File: src/design/tks_pkg.sv
// ----------------------------------------------------------------------------
// tks_pkg: shared types, constants and functions of the Tanimoto top-k scan
// Entry and row types, list size, register indexes and the ranking compare.
// ----------------------------------------------------------------------------
package tks_pkg;

    localparam int TOP_COUNT = 10;
    localparam int IDX_W     = (TOP_COUNT > 1) ? $clog2(TOP_COUNT) : 1;

    localparam int WORD_W    = 64;
    localparam int WORDS     = 4;
    localparam int POP_W     = 7;     // popcount of one 64-bit word
    localparam int BITS_W    = 9;
    localparam int UNION_W   = 10;
    localparam int ROW_W     = 32;
    localparam int RANK_W    = 4;
    localparam int CFG_IDX_W = 3;
    localparam int PROD_W    = BITS_W + UNION_W;

    typedef enum logic [CFG_IDX_W-1:0] {
        CFG_QUERY_WORD0     = 3'd0,
        CFG_QUERY_WORD1     = 3'd1,
        CFG_QUERY_WORD2     = 3'd2,
        CFG_QUERY_WORD3     = 3'd3,
        CFG_QUERY_BIT_COUNT = 3'd4,
        CFG_QUERY_KEY       = 3'd5
    } cfg_reg_t;

    typedef enum logic {
        ST_SCAN  = 1'b0,
        ST_DRAIN = 1'b1
    } tks_state_t;

    typedef struct packed {
        logic signed [WORD_W-1:0] key;
        logic [ROW_W-1:0]         row;
        logic [BITS_W-1:0]        shared;
        logic [UNION_W-1:0]       uni;
    } entry_t;

    localparam entry_t SENTINEL = '{
        key:    {1'b0, {(WORD_W-1){1'b1}}},
        row:    {ROW_W{1'b1}},
        shared: '0,
        uni:    UNION_W'(1)
    };

    typedef struct packed {
        logic [WORDS-1:0][WORD_W-1:0] words;
        logic signed [WORD_W-1:0]     key;
        logic [BITS_W-1:0]            bit_count;
        logic                         last;
    } row_t;

    typedef struct packed {
        logic   valid;
        logic   skip;
        logic   last;
        entry_t entry;
    } cand_t;

    typedef struct packed {
        logic insert;
        logic shift;
    } cell_ctrl_t;

    function automatic logic [POP_W-1:0] popcount64(input logic [WORD_W-1:0] x);
        logic [POP_W-1:0] n;
        n = '0;
        for (int i = 0; i < WORD_W; i++) begin
            n = n + POP_W'(x[i]);
        end
        return n;
    endfunction

    // True when a ranks strictly above b: larger ratio, then smaller key,
    // then smaller row index.
    function automatic logic ranks_above(input entry_t a, input entry_t b);
        logic [PROD_W-1:0] lhs;
        logic [PROD_W-1:0] rhs;
        logic              res;
        lhs = PROD_W'(a.shared) * PROD_W'(b.uni);
        rhs = PROD_W'(b.shared) * PROD_W'(a.uni);
        if (lhs != rhs) begin
            res = (lhs > rhs);
        end
        else if (a.key != b.key) begin
            res = (a.key < b.key);
        end
        else begin
            res = (a.row < b.row);
        end
        return res;
    endfunction

endpackage

File: src/design/tks_cell.sv
// ----------------------------------------------------------------------------
// tks_cell: one place of the sorted result list
// Compare the broadcast candidate, take it or the upper neighbor's entry on
// insert, take the lower neighbor's entry on drain.
// ----------------------------------------------------------------------------
module tks_cell (
    input  logic                clk,
    input  logic                rst_n,
    input  tks_pkg::cell_ctrl_t ctrl,
    input  tks_pkg::entry_t     cand,
    input  logic                prev_above,
    input  tks_pkg::entry_t     prev_entry,
    input  tks_pkg::entry_t     next_entry,
    output tks_pkg::entry_t     entry,
    output logic                above
);

    tks_pkg::entry_t entry_reg;
    tks_pkg::entry_t entry_next;

    assign above = tks_pkg::ranks_above(cand, entry_reg);

    always_comb
    begin
        priority if (ctrl.shift)
        begin
            entry_next = next_entry;
        end
        else if (ctrl.insert && prev_above)
        begin
            entry_next = prev_entry;
        end
        else if (ctrl.insert && above)
        begin
            entry_next = cand;
        end
        else
        begin
            entry_next = entry_reg;
        end
    end

    always_ff @(posedge clk or negedge rst_n)
    begin
        if (!rst_n)
        begin
            entry_reg <= tks_pkg::SENTINEL;
        end
        else
        begin
            entry_reg <= entry_next;
        end
    end

    assign entry = entry_reg;

endmodule

File: config.mk
export PLATFORM = sky130hd
export DESIGN_NAME = tks_cell
export DESIGN_NICKNAME = d
export VERILOG_FILES = /design/src/design/tks_pkg.sv /design/src/design/tks_cell.sv
export SDC_FILE = /design/constraint.sdc
export NUM_CORES = 1
export LEC_CHECK = 0
export BUFFER_PORTS_ARGS = -buffer_cell sky130_fd_sc_hd__buf_2
export CORE_AREA = 2 2 182 184
export CTS_BUF_LIST = sky130_fd_sc_hd__clkbuf_4
export DETAILED_ROUTE_END_ITERATION = 7
export DIE_AREA = 0 0 184 186
export PLACE_DENSITY = 0.76
export SLEW_MARGIN = 20
export SYNTH_ARGS = -nofsm -noshare
export SYNTH_HDL_FRONTEND = slang
export SYNTH_SLANG_ARGS = --single-unit
File: constraint.sdc
create_clock -name clk -period 14.1 [get_ports clk]
set_input_delay 3.525 -clock clk [delete_from_list [all_inputs] [get_ports clk]]
set_output_delay 3.525 -clock clk [all_outputs]
set_load 0.1 [all_outputs]
======== Yosys cells after proc, flatten, opt, wreduce, memory -nomap -nowiden ========
Index checks and enable logic that the tools add are counted.
cells by class
  multiply operators ...................... 2
  magnitude comparators ................... 3
  eq/ne operators ......................... 2
  multiplexer cells ....................... 5
  reduce and logical (&&, ||, !) cells .... 3
operators with widths
  operator                                       count
  115-bit 2-to-1 mux                             3
  64-bit < comparator                            1
  64-bit inequality test                         1
  9-bit by 10-bit multiplier with 19-bit output  2
  32-bit < comparator                            1
  19-bit > comparator                            1
  19-bit inequality test                         1
  3-bit nonzero test                             1
  1-bit logical AND                              2
  1-bit 2-to-1 mux                               2
storage, ports and cells
  register bits ........................... 115
  output and inout bits ................... 116
  logic and storage cells ................. 19

======== Logic depth before layout (Yosys ltp) ========
  depth after elaboration ................. 7
  depth in mapped cells ................... 30
  depth with buffers taken out ............ 26

======== Worst setup path before layout ========
Ideal clock, no wire load.
  path type ............................... input to output
  start ................................... input port cand[3] (netlist bit)
  end ..................................... output port above
  arrival time ............................ 9397 ps
  data required time ...................... 10575 ps
  setup slack ............................. 1178 ps
  stages on the path ...................... 22
  path buffers ............................ 1
  path through ............................ clkbuf_1 > nand2_1 > fa_1 > inv_1 > fa_1 > ha_1 > fa_1 > fa_1 > a21o_1 > a21oi_1 > o21bai_1 > a211oi_1 > o31ai_1 > or4_1 > a31o_2 > a21oi_1 > xnor2_1 > ha_1 > nand4_1 > o41ai_1 > a2111oi_0 > o21ba_2
between the ends
  longest elaborated chain between the ends .. 3
RTL lines
  element                                                               RTL line                      RTL
  from (decl)                                                           tks_cell.sv:10                input tks_pkg::entry_t cand,
  9-bit by 10-bit multiplier with 19-bit output *                       tks_pkg.sv:83                 rhs = PROD_W'(b.shared) * PROD_W'(a.uni);
  19-bit > comparator / 19-bit inequality test (equally long branches)  tks_pkg.sv:85, tks_pkg.sv:84
  1-bit 2-to-1 mux *                                                    tks_pkg.sv:84                 if (lhs != rhs) begin
  to (decl)                                                             tks_cell.sv:15                output logic above
Every way passes the cells marked *; elsewhere a longest branch is shown, timed or not.

======== Final worst setup path ========
  start ................................... input port cand[4] (netlist bit)
  end ..................................... output port above
Same word-level chain as after synthesis.

==> results by group <==
Status
  – Status: completed

Critical path
  – Worst setup EP type: primary output
  – Critical path peak fanout: 10
  – CP Launch Point: cand[4]
  – Reg2reg start: entry[12]
  – Crit path kind: input port to primary output
  – CP arrival: about 10 ns
  – CP required: about 11 ns
  – Startpoint types: input port

Clock network
  – Setup bufs post-CTS: 0
  – CTS resizes: 0
  – Clock Pin Slew Worst Setup and Hold Paths: approximately 0.13 ns
  – TritonCTS Buffers: 17
  – Clk sinks: 115
  – CTS root buffer: clkbuf_4
  – Post-CTS Hold Buffers: 0
  – CTS tree: built
  – Clk_lat worst skew: 0.61 ns
  – Max clock buf depth: 2
  – H-Tree Depth: 4

STA
  – Endpoints failing hold: 0
  – Final setup fails: 0
  – Fmax: approximately 74 MHz
  – Final worst slack: between 0.6 and 0.7 ns
  – Rel. slew slack: 31.78%
  – RSZ-0062 raised after global routing: no
  – Total negative slack: 0 ns
  – Fin. max-slew vios: 0
  – Period utilization: ~96%
  – Max Clock Skew: between 0.03 and 0.04 ns
  – Final min period: ~13 ns
  – Least-Margin Pin Slew: 1.023 ns

Finish
  – Area Overhead vs Synth: 19.13%
  – Nets@finish: between 2000 and 3000
  – Multi-input combinational cell area: 10770 µm²
  – Most common cell after layout, fill and taps aside: buf_2
  – Most frequent cells in the layout: buf_2, a21oi_1, inv_1
  – Layout cells sized above 1: approximately 28%
  – Sequential Area: approximately 3000 µm²
  – Max reg flops: about 120
  – Fillcell total: around 3000

Die
  – Row count: 66
  – Initial core utilization: 46.61%
  – Die span in y: 186 µm
  – Die X: roughly 180 µm
  – I/O pins: 466
  – Die Area: 34220 µm²
  – Core area: 32210 µm²

Global routing
  – Tot GR Track Use: 31.72%
  – Largest net degree at the start of global routing: 91
  – Grt total ovfl: 0
  – Vias in the first global route: between 10000 and 15000
  – First-pass GRT wire length: slightly above 80000 µm
  – Initial antenna violation count: 23

Synth
  – Synth cell types: between 50 and 60
  – Synthesized flop and latch total: between 100 and 150
  – Asr flop ratio synth: 100.0%
  – Cells after Synth: about 1800
  – Mapped cell area: between 15000 and 20000 µm²
  – Syn_area_per_cell: around 8.5 µm²
  – Most used DFF post-synth: dfstp_2
  – Seq/Total Area, Yosys: about 20%
  – Yosys warnings: 0
  – Post-synth EDFFs: 0
  – Synthesized net count: approximately 2400

Routing
  – # DRC: 0
  – Antenna-violating nets left: 0
  – Final WL: around 54000 µm
  – Vias per cell: around 5.6
  – First drt pass iteration count: 6
  – Wirelength per Cell: 20.80 µm
  – Via count: roughly 14000
  – Drt initial violations: around 900

Placement
  – Port-buffer cells: about 470
  – Placement-stage worst setup slack: just under 0.7 ns
  – HPWL after detailed placement: about 43000 µm
  – Placer Congestion: roughly 0.97

Flow run
  – Max-Cap Viols: 0

Worst hold path
  – Hold Startpoint: entry[35]
  – Type of the most critical hold path: register to register
synthesized netlist by cell type (all sizes together) (2+ instances only):
cell,n,area [µm²]
or2,5,31.28
a21oi,242,1211
a22oi,2,15.01
inv,217,814.5
a211o,3,26.28
xor2,9,78.83
o31ai,3,22.52
a2111oi,5,43.79
nor2,23,86.33
clkbuf,75,281.5
a31o,2,17.52
o31a,2,17.52
fa,114,2282
and2,131,819.5
or3,2,12.51
ha,192,2402
nor3,9,45.04
a211oi,4,30.03
a31oi,5,31.28
o21ai,48,240.2
o21bai,4,30.03
buf,26,163.9
xnor2,19,166.4
nand3,102,510.5
mux2,21,236.5
o211ai,4,30.03
o21a,2,15.01
nor4,3,18.77
dfrtp,19,475.5
dfstp,96,2522
nand4,27,168.9
nand2b,5,31.28
or4,2,15.01
nand2,187,701.9
and3,3,18.77
nor2b,6,37.54
a21o,12,90.09
mux2i,116,1161
final cells by class:
type	count	share of cell area [%]
tap	408	2.855
inverter	217	4.555
clock inverter	14	1.119
clock buffer	18	0.7556
timing repair buffer	473	13.50
multi-input combinational	1326	60.23
sequential	115	16.76
antenna	16	0.2239
kinds of logic after synthesis:
| logic type | share of synthesized area [%] |
|---|---|
| buffers and inverters | 8.393 |
| adders and majority gates | 31.21 |
| AOI/OAI and AO/OA | 12.79 |
| muxes | 9.310 |
| DFF | 19.97 |
| xor gates and xnor gates | 1.634 |
| and+or+nand+nor | 16.69 |
per-layer routing:
| layer | GRT usage [%] | vias up | wire, µm |
|---|---|---|---|
| met5 | 0 | - | 122 |
| met4 | 15.52 | 18 | 2490 |
| met3 | 10.84 | 148 | 4675 |
| met2 | 52.17 | 544 | 25710 |
| met1 | 37.11 | 6973 | 20820 |
| li1 | - | 6733 | - |
final timing paths:
path | end | slack, ns | depth (start not counted)
min in group asynchronous | entry[17] | 3.04 | 1
worst min register to register | entry[35] | 0.51 | 2
worst max register to register | entry[19] | 6.18 | 24
worst max-delay path | above | 0.60 | 23
worst min-delay path | entry[35] | 0.51 | 2
max in group asynchronous | entry[114] | 9.70 | 2
metrics by stage:
step	util (%)	area (µm²)	cells	hold WS [ns]
floorplan	-	15010	1759	0.7219
global placement	54.34	17500	2539	0.4777
detailed placement	54.34	17500	2539	0.4867
CTS	55.38	17830	2571	0.5083
global route	55.48	17870	2581	0.5225
finish	55.53	17880	2587	0.5084
critical path, cell delays in order:
cell       delay [ns]
buf_2            0.21
nand2_1          0.11
fa_1             0.52
inv_1            0.05
fa_1             0.45
ha_1             0.32
fa_1             0.53
fa_1             0.47
a21o_1           0.17
a21oi_1          0.23
o21bai_1         0.12
a211oi_1         0.39
o31ai_1          0.17
or4_1            0.45
a31o_2           0.25
a21oi_1          0.18
xnor2_1          0.10
ha_1             0.30
nand4_1          0.18
o41ai_1          0.37
a2111oi_0        0.14
o21ba_2          0.26
buf_2            0.45
Power is left out: the tool's default activity adds up to more than one toggle a clock period on the data nets, which glitch-free logic cannot reach.
