==> config.mk <==
export PLATFORM = sky130hd
export DESIGN_NAME = tks_score
export DESIGN_NICKNAME = d
export VERILOG_FILES = /design/src/design/tks_pkg.sv /design/src/design/tks_score.sv
export SDC_FILE = /design/constraint.sdc
export NUM_CORES = 1
export LEC_CHECK = 0
export BUFFER_PORTS_ARGS = -buffer_cell sky130_fd_sc_hd__buf_2
export CAP_MARGIN = 40
export CORE_AREA = 2 2 315 317
export DETAILED_ROUTE_END_ITERATION = 12
export DIE_AREA = 0 0 317 319
export GPL_TIMING_DRIVEN = 1
export MAX_ROUTING_LAYER = met4
export SYNTH_ARGS = -nofsm -noshare
export SYNTH_HDL_FRONTEND = slang
export SYNTH_SLANG_ARGS = --single-unit
==> constraint.sdc <==
create_clock -name clk -period 4.6 [get_ports clk]
set_input_delay 0.46 -clock clk [delete_from_list [all_inputs] [get_ports clk]]
set_output_delay 0.46 -clock clk [all_outputs]
set_load 0.02 [all_outputs]
==> src/design/tks_pkg.sv <==
// ----------------------------------------------------------------------------
// tks_pkg: shared types, constants and functions of the Tanimoto top-k scan
// Entry and row types, list size, register indexes and the ranking compare.
// ----------------------------------------------------------------------------
package tks_pkg;

    localparam int TOP_COUNT = 10;
    localparam int IDX_W     = (TOP_COUNT > 1) ? $clog2(TOP_COUNT) : 1;

    localparam int WORD_W    = 64;
    localparam int WORDS     = 4;
    localparam int POP_W     = 7;     // popcount of one 64-bit word
    localparam int BITS_W    = 9;
    localparam int UNION_W   = 10;
    localparam int ROW_W     = 32;
    localparam int RANK_W    = 4;
    localparam int CFG_IDX_W = 3;
    localparam int PROD_W    = BITS_W + UNION_W;

    typedef enum logic [CFG_IDX_W-1:0] {
        CFG_QUERY_WORD0     = 3'd0,
        CFG_QUERY_WORD1     = 3'd1,
        CFG_QUERY_WORD2     = 3'd2,
        CFG_QUERY_WORD3     = 3'd3,
        CFG_QUERY_BIT_COUNT = 3'd4,
        CFG_QUERY_KEY       = 3'd5
    } cfg_reg_t;

    typedef enum logic {
        ST_SCAN  = 1'b0,
        ST_DRAIN = 1'b1
    } tks_state_t;

    typedef struct packed {
        logic signed [WORD_W-1:0] key;
        logic [ROW_W-1:0]         row;
        logic [BITS_W-1:0]        shared;
        logic [UNION_W-1:0]       uni;
    } entry_t;

    localparam entry_t SENTINEL = '{
        key:    {1'b0, {(WORD_W-1){1'b1}}},
        row:    {ROW_W{1'b1}},
        shared: '0,
        uni:    UNION_W'(1)
    };

    typedef struct packed {
        logic [WORDS-1:0][WORD_W-1:0] words;
        logic signed [WORD_W-1:0]     key;
        logic [BITS_W-1:0]            bit_count;
        logic                         last;
    } row_t;

    typedef struct packed {
        logic   valid;
        logic   skip;
        logic   last;
        entry_t entry;
    } cand_t;

    typedef struct packed {
        logic insert;
        logic shift;
    } cell_ctrl_t;

    function automatic logic [POP_W-1:0] popcount64(input logic [WORD_W-1:0] x);
        logic [POP_W-1:0] n;
        n = '0;
        for (int i = 0; i < WORD_W; i++) begin
            n = n + POP_W'(x[i]);
        end
        return n;
    endfunction

    // True when a ranks strictly above b: larger ratio, then smaller key,
    // then smaller row index.
    function automatic logic ranks_above(input entry_t a, input entry_t b);
        logic [PROD_W-1:0] lhs;
        logic [PROD_W-1:0] rhs;
        logic              res;
        lhs = PROD_W'(a.shared) * PROD_W'(b.uni);
        rhs = PROD_W'(b.shared) * PROD_W'(a.uni);
        if (lhs != rhs) begin
            res = (lhs > rhs);
        end
        else if (a.key != b.key) begin
            res = (a.key < b.key);
        end
        else begin
            res = (a.row < b.row);
        end
        return res;
    endfunction

endpackage

==> src/design/tks_score.sv <==
// ----------------------------------------------------------------------------
// tks_score: two-stage similarity front end
// Count shared bits per word, then sum them and form the union count.
// ----------------------------------------------------------------------------
module tks_score (
    input  logic                                    clk,
    input  logic                                    rst_n,
    input  logic                                    accept,
    input  tks_pkg::row_t                           row,
    input  logic [tks_pkg::ROW_W-1:0]               row_index,
    input  logic [tks_pkg::WORDS-1:0][tks_pkg::WORD_W-1:0] query_words,
    input  logic [tks_pkg::BITS_W-1:0]              query_bit_count,
    input  logic signed [tks_pkg::WORD_W-1:0]       query_key,
    output tks_pkg::cand_t                          cand
);

    logic                                        s1_valid_reg;
    logic                                        s1_skip_reg;
    logic                                        s1_last_reg;
    logic [tks_pkg::WORDS-1:0][tks_pkg::POP_W-1:0] s1_pop_reg;
    logic signed [tks_pkg::WORD_W-1:0]           s1_key_reg;
    logic [tks_pkg::ROW_W-1:0]                   s1_row_reg;
    logic [tks_pkg::BITS_W-1:0]                  s1_bits_reg;

    tks_pkg::cand_t                              cand_reg;
    tks_pkg::cand_t                              cand_next;

    logic [tks_pkg::BITS_W-1:0]                  shared;
    logic [tks_pkg::UNION_W-1:0]                 sum;

    // Stage 1: per-word popcount of the common bits
    always_ff @(posedge clk or negedge rst_n)
    begin
        if (!rst_n)
        begin
            s1_valid_reg <= 1'b0;
        end
        else
        begin
            s1_valid_reg <= accept;
        end
    end

    always_ff @(posedge clk)
    begin
        if (accept)
        begin
            for (int w = 0; w < tks_pkg::WORDS; w++)
            begin
                s1_pop_reg[w] <= tks_pkg::popcount64(query_words[w] & row.words[w]);
            end
            s1_skip_reg <= (row.key == query_key);
            s1_last_reg <= row.last;
            s1_key_reg  <= row.key;
            s1_row_reg  <= row_index;
            s1_bits_reg <= row.bit_count;
        end
    end

    // Stage 2: shared total and union, union of zero or less counts as one
    always_comb
    begin
        shared = tks_pkg::BITS_W'(s1_pop_reg[0]) + tks_pkg::BITS_W'(s1_pop_reg[1])
               + tks_pkg::BITS_W'(s1_pop_reg[2]) + tks_pkg::BITS_W'(s1_pop_reg[3]);
        sum    = tks_pkg::UNION_W'(query_bit_count) + tks_pkg::UNION_W'(s1_bits_reg);
        cand_next.valid        = s1_valid_reg;
        cand_next.skip         = s1_skip_reg;
        cand_next.last         = s1_last_reg;
        cand_next.entry.key    = s1_key_reg;
        cand_next.entry.row    = s1_row_reg;
        cand_next.entry.shared = shared;
        cand_next.entry.uni    = (sum > tks_pkg::UNION_W'(shared))
                               ? (sum - tks_pkg::UNION_W'(shared))
                               : tks_pkg::UNION_W'(1);
    end

    always_ff @(posedge clk or negedge rst_n)
    begin
        if (!rst_n)
        begin
            cand_reg <= '0;
        end
        else
        begin
            cand_reg.valid <= cand_next.valid;
            if (s1_valid_reg)
            begin
                cand_reg.skip  <= cand_next.skip;
                cand_reg.last  <= cand_next.last;
                cand_reg.entry <= cand_next.entry;
            end
        end
    end

    assign cand = cand_reg;

endmodule

Word-level counts from Yosys, hierarchy flattened
Index checks and enable logic that the tools add are counted.

storage, ports and cells
  bits in registers = 254
  bits in latches = 0
  RAM bits = 0
  memory bits (read-only) = 0
  input bits = 694
  output and inout bits = 118
  logic and storage cells = 281
  memories = 0

cells by class
  add/subtract/negate cells = 257
  multiply operators = 0
  divide/modulo/power cells = 0
  $lt $le $gt $ge = 1
  equal/unequal tests = 1
  shift operators = 0
  multiplexer cells = 1
  bitwise operators = 4
  reduce and logical (&&, ||, !) cells = 0

operators by type and width
  kind                          number
  adder 7 x 1 -> 7 bit          228
  bitwise AND 64 bit            4
  equality test 64 bit          1
  adder 6 x 1 -> 7 bit          4
  adder 5 x 1 -> 6 bit          4
  adder 4 x 1 -> 5 bit          4
  adder 3 x 1 -> 4 bit          4
  adder 2 x 1 -> 3 bit          4
  adder 9 x 9 -> 10 bit         1
  > comparator 10 x 9 -> 1 bit  1
  two-way mux 10 bit            1
  subtractor 10 x 9 -> 10 bit   1
  adder 8 x 7 -> 9 bit          1
  adder 9 x 7 -> 9 bit          1
  adder 1 x 1 -> 2 bit          4
  adder 7 x 7 -> 8 bit          1

Longest topological paths before layout
  depth in word-level cells = 64
  depth in mapped cells = 22
  depth with buffers taken out = 22

Worst setup path after synthesis
Ideal clock, no wire load.

  path type = input port to flip-flop
  start point = in query_words[127] in the netlist's numbering
  end point = reg s1_pop_reg[13] in the netlist's numbering (data pin)
  setup time = 0.257 ns
  data arrival time = 5.969 ns
  data required time = 4.343 ns
  setup slack = -1.626 ns
  stages on the path = 21
  path buffers = 0
  cell sequence = nand2_1 > fa_1 > inv_1 > fa_1 > inv_1 > fa_1 > inv_1 > fa_1 > inv_1 > fa_1 > inv_1 > fa_1 > fa_1 > fa_1 > ha_1 > fa_1 > a21o_1 > a21oi_1 > nor2b_1 > o21ai_0 > nand2b_1

between the ends
  cells in the longest elaborated chain, start to end = 2

RTL lines
  element                          RTL line         source
  from (decl)                      tks_score.sv:11  input logic [tks_pkg::WORDS-1:0][tks_pkg::WORD_W-1:0] query_words,
  bitwise AND 64 bit               tks_score.sv:50  s1_pop_reg[w] <= tks_pkg::popcount64(query_words[w] & row.words[w]);
  adder 7 x 1 -> 7 bit             tks_pkg.sv:71    n = n + POP_W'(x[i]);
  to (signal, indexed assignment)  tks_score.sv:50
  to (decl)                        tks_score.sv:20  logic [tks_pkg::WORDS-1:0][tks_pkg::POP_W-1:0] s1_pop_reg;

No other way between the ends.
A chain may end at the register's enable or synchronous reset.

Worst setup path after layout
  start point = in row[181] in the netlist's numbering
  end point = reg s1_pop_reg[13] in the netlist's numbering (data pin)

between the ends
  cells in the longest elaborated chain, start to end = 22

RTL lines
  element                             RTL line         source
  from (decl)                         tks_score.sv:9   input tks_pkg::row_t row,
  bitwise AND 64 bit                  tks_score.sv:50
  adder 7 x 1 -> 7 bit (21 in a row)  tks_pkg.sv:71

No other way between the ends.

==> out/metrics.cfg <==
[die]
coreArea_um2=97700
die_y_um=319
row_count=115
dieArea_um2=101100
num_io_pins=812
die_x_um=317
start_util_pct=18.41

[sta]
tightest_slew_ns=0.8545
worst_slack_ns=-1.075
fin_crit_ns=5.675
clock_skew_ns=0.04431
maxSlewHeadroom_pct=43.03
finalSetupViolations=28
slew_violations=0
fmax_mhz=176.2
grt_setup_unrepaired=yes
hold_viol=0
hold_ws_ns=0.04825
fin_crit_sh_pct=123.4

[worst_setup_path]
cpMostUsedCell=fa_2
critPathCaptureType=register
crit_chain=buf_2 > nand2_2 > fa_1 > inv_1 > fa_1 > fa_1 > inv_1 > fa_1 > inv_1 > fa_2 > fa_2 > fa_2 > fa_2 > ha_4 > fa_2 > a21o_1 > a21oi_2 > nor2b_1 > o21ai_1 > nand2b_1
cp_data_arrival_time_ns=6.03
cp_top_family=adder cells
required_ns=4.95
critical_path_class=primary input to register
cp_slowest_cell=fa_2
crit_buf_inv=4
critPathMaxFanout=2
critPathLaunchType=primary input
slowest_delay_ns=0.58

[pwr]
p_clk_share_pct=8.6
cellLeakagePower_uw=0.01242
sequentialPowerShare_pct=13.0
peakVddDrop_uv=1248
combinationalPowerShare_pct=78.4
p_int_uw=16460
switching_share_pct=43.56
power_switching_uw=12700
power_density_nw_per_um2=1123

[routing]
drt_iter0_drc=567
drtPass1Iterations=5
postRouteAntennaNets=0
drcViolationCount=0
routed_wl_um=70860
vias=13770
viasPerCell=3.762
wl_per_cell_um=19.37

[yosys]
synth_cell_types=57
synthCells=1410
avgSynthCellArea_um2=12.76
yosysMostFrequentCell=fa_1
synth-seq-area-share_pct=39.09
synth_area_leaders=fa_1 (26%), edfxtp_1 (23%), dfrtp_1 (17%), mux2_2 (6.3%), ha_1 (6.0%)
synth-async-reset-ratio_pct=46.85
syn-num-nets=2422
syn-cell-area_um2=17990
synth-main-ff-cell=edfxtp_1
yosys.area.top_type=fa_1
yosys_warnings=0
yosys.area.top_type_share_pct=25.82
synth-edff-count=135
ys_top_cells_by_count=fa_1 (232), inv_1 (183), and2_1 (142)
synth-seq-cells=254

[clock_network]
cts_tree=yes
cts_buffer_depth=3
numClockSinks=254
htree_levels=1
path_clk_slew_ns=0.06
cts-root-buf=clkbuf_16
clock_latency_ns=0.61
numCtsBuffers=29

[placed_design]
io_buffer_count=811
hpwlAfterDp_um=62350
gp_congestion=0.9053
dp.cells=3537

[cells_and_area]
nNetsFinal=3334
fin_cells=3659
largest_reg_flops=118
drive_gt1_share_pct=48.78
nFillCells=10360
syn_to_final_growth_pct=44.27

[global_route]
antenna_found_initial=50
grt_pass1_wl_um=97420
grt_max_degree=79
grt_overflow=0
grt_pass1_vias=14870
gr-usage-all-layers_pct=13.99

[run_status]
violations=setup timing
status=finished, violations left

[worst_hold_path]
hold_path.class=primary input to register

[job]
cap_viol_max_count=0

through the flow:
step	util [%]	total power, µW	cell area (µm²)	TNS [ns]	worst slack, ns
after detailed placement	24.67	25090	24100	-38.66	-1.708
after CTS	26.32	28650	25710	-18.29	-0.9888
final	26.56	29160	25950	-19.63	-1.075
after floorplan	-	17810	18120	-28.24	-1.380
after global placement	24.61	24970	24050	-38.01	-1.666
after global routing	26.55	32530	25940	-22.69	-1.182
routing by layer:
| layer | vias up | global-route usage (%) | part of all wire, % |
|---|---|---|---|
| li1 | 6494 | - | - |
| met1 | 6590 | 15.05 | 38 |
| met2 | 576 | 24.82 | 51 |
| met3 | 106 | 3.830 | 8.3 |
| met4 | 0 | 4.193 | 2.7 |
| met5 | - | - | 0 |
cell families after synthesis:
kind of cell               after synthesis  synth area share (%)
buffers and inverters                  197                 4.194
muxes                                  103                 6.434
DFF                                    254                 39.09
AOI/OAI and AO/OA                       98                 3.819
and+or+nand+nor                        347                 10.13
adders and majority gates              318                 31.80
xor gates and xnor gates                93                 4.528
cell type report:
cell class | instances | area, µm² | area share (%)
flip-flops and latches | 254 | 7036 | 27.11
multi-input cells | 959 | 10590 | 40.80
diodes | 27 | 67.56 | 0.2603
repair buffers | 895 | 4932 | 19.00
clock buffers | 38 | 840.8 | 3.240
inverters | 183 | 686.9 | 2.647
clock inverters | 16 | 191.4 | 0.7376
well taps | 1287 | 1610 | 6.205
power by group through the flow:
stage	registers, µW	clock network (µW)	logic (µW)
final	3790	2490	22900
after global routing	3860	2690	26000
after CTS	3830	2620	22200
after floorplan	3970	0	13800
after detailed placement	3870	0	21200
after global placement	3860	0	21100
layout by cell type (no fill, tap or decap), types with 10 or more instances in the layout:
| cell type | synthesis | routed |
|---|---|---|
| a21o_1 | 14 | 14 |
| a21oi_1 | 28 | 18 |
| a21oi_2 | 0 | 10 |
| and2_1 | 142 | 116 |
| and2_4 | 0 | 26 |
| buf_2 | 6 | 797 |
| buf_4 | 0 | 41 |
| buf_6 | 1 | 16 |
| clkbuf_16 | 0 | 30 |
| dfrtp_1 | 119 | 118 |
| diode_2 | 0 | 27 |
| dlygate4sd3_1 | 0 | 37 |
| edfxtp_1 | 135 | 135 |
| fa_1 | 232 | 196 |
| fa_2 | 0 | 36 |
| ha_1 | 86 | 79 |
| inv_1 | 183 | 162 |
| inv_2 | 0 | 21 |
| mux2_2 | 101 | 101 |
| nand2_1 | 128 | 119 |
| nor2_1 | 12 | 11 |
| nor4_1 | 19 | 19 |
| xnor2_1 | 19 | 15 |
| xor2_1 | 74 | 72 |
worst paths after layout:
check / slack (ns) / start / depth (start not counted) / end
worst max-delay path: -1.07 / row[181] / 20 / s1_pop_reg[13]
min in group asynchronous: 0.23 / rst_n / 2 / s1_valid_reg
worst min register to register: 0.47 / s1_key_reg[31] / 1 / cand[82]
max in group asynchronous: 3.65 / rst_n / 3 / cand[21]
worst min-delay path: 0.05 / row_index[26] / 1 / s1_row_reg[26]
worst max register to register: 0.23 / s1_pop_reg[1] / 17 / cand[3]
what timing repair did:
action,4_1_cts,5_1_grt
endpoints found under the hold margin,124,0
hold buffers,37,0
gates resized for setup,60,43
setup buffers,4,3
pin swaps,70,37
setup endpoints to repair,28,38
Power figures use the tool's default switching activity.
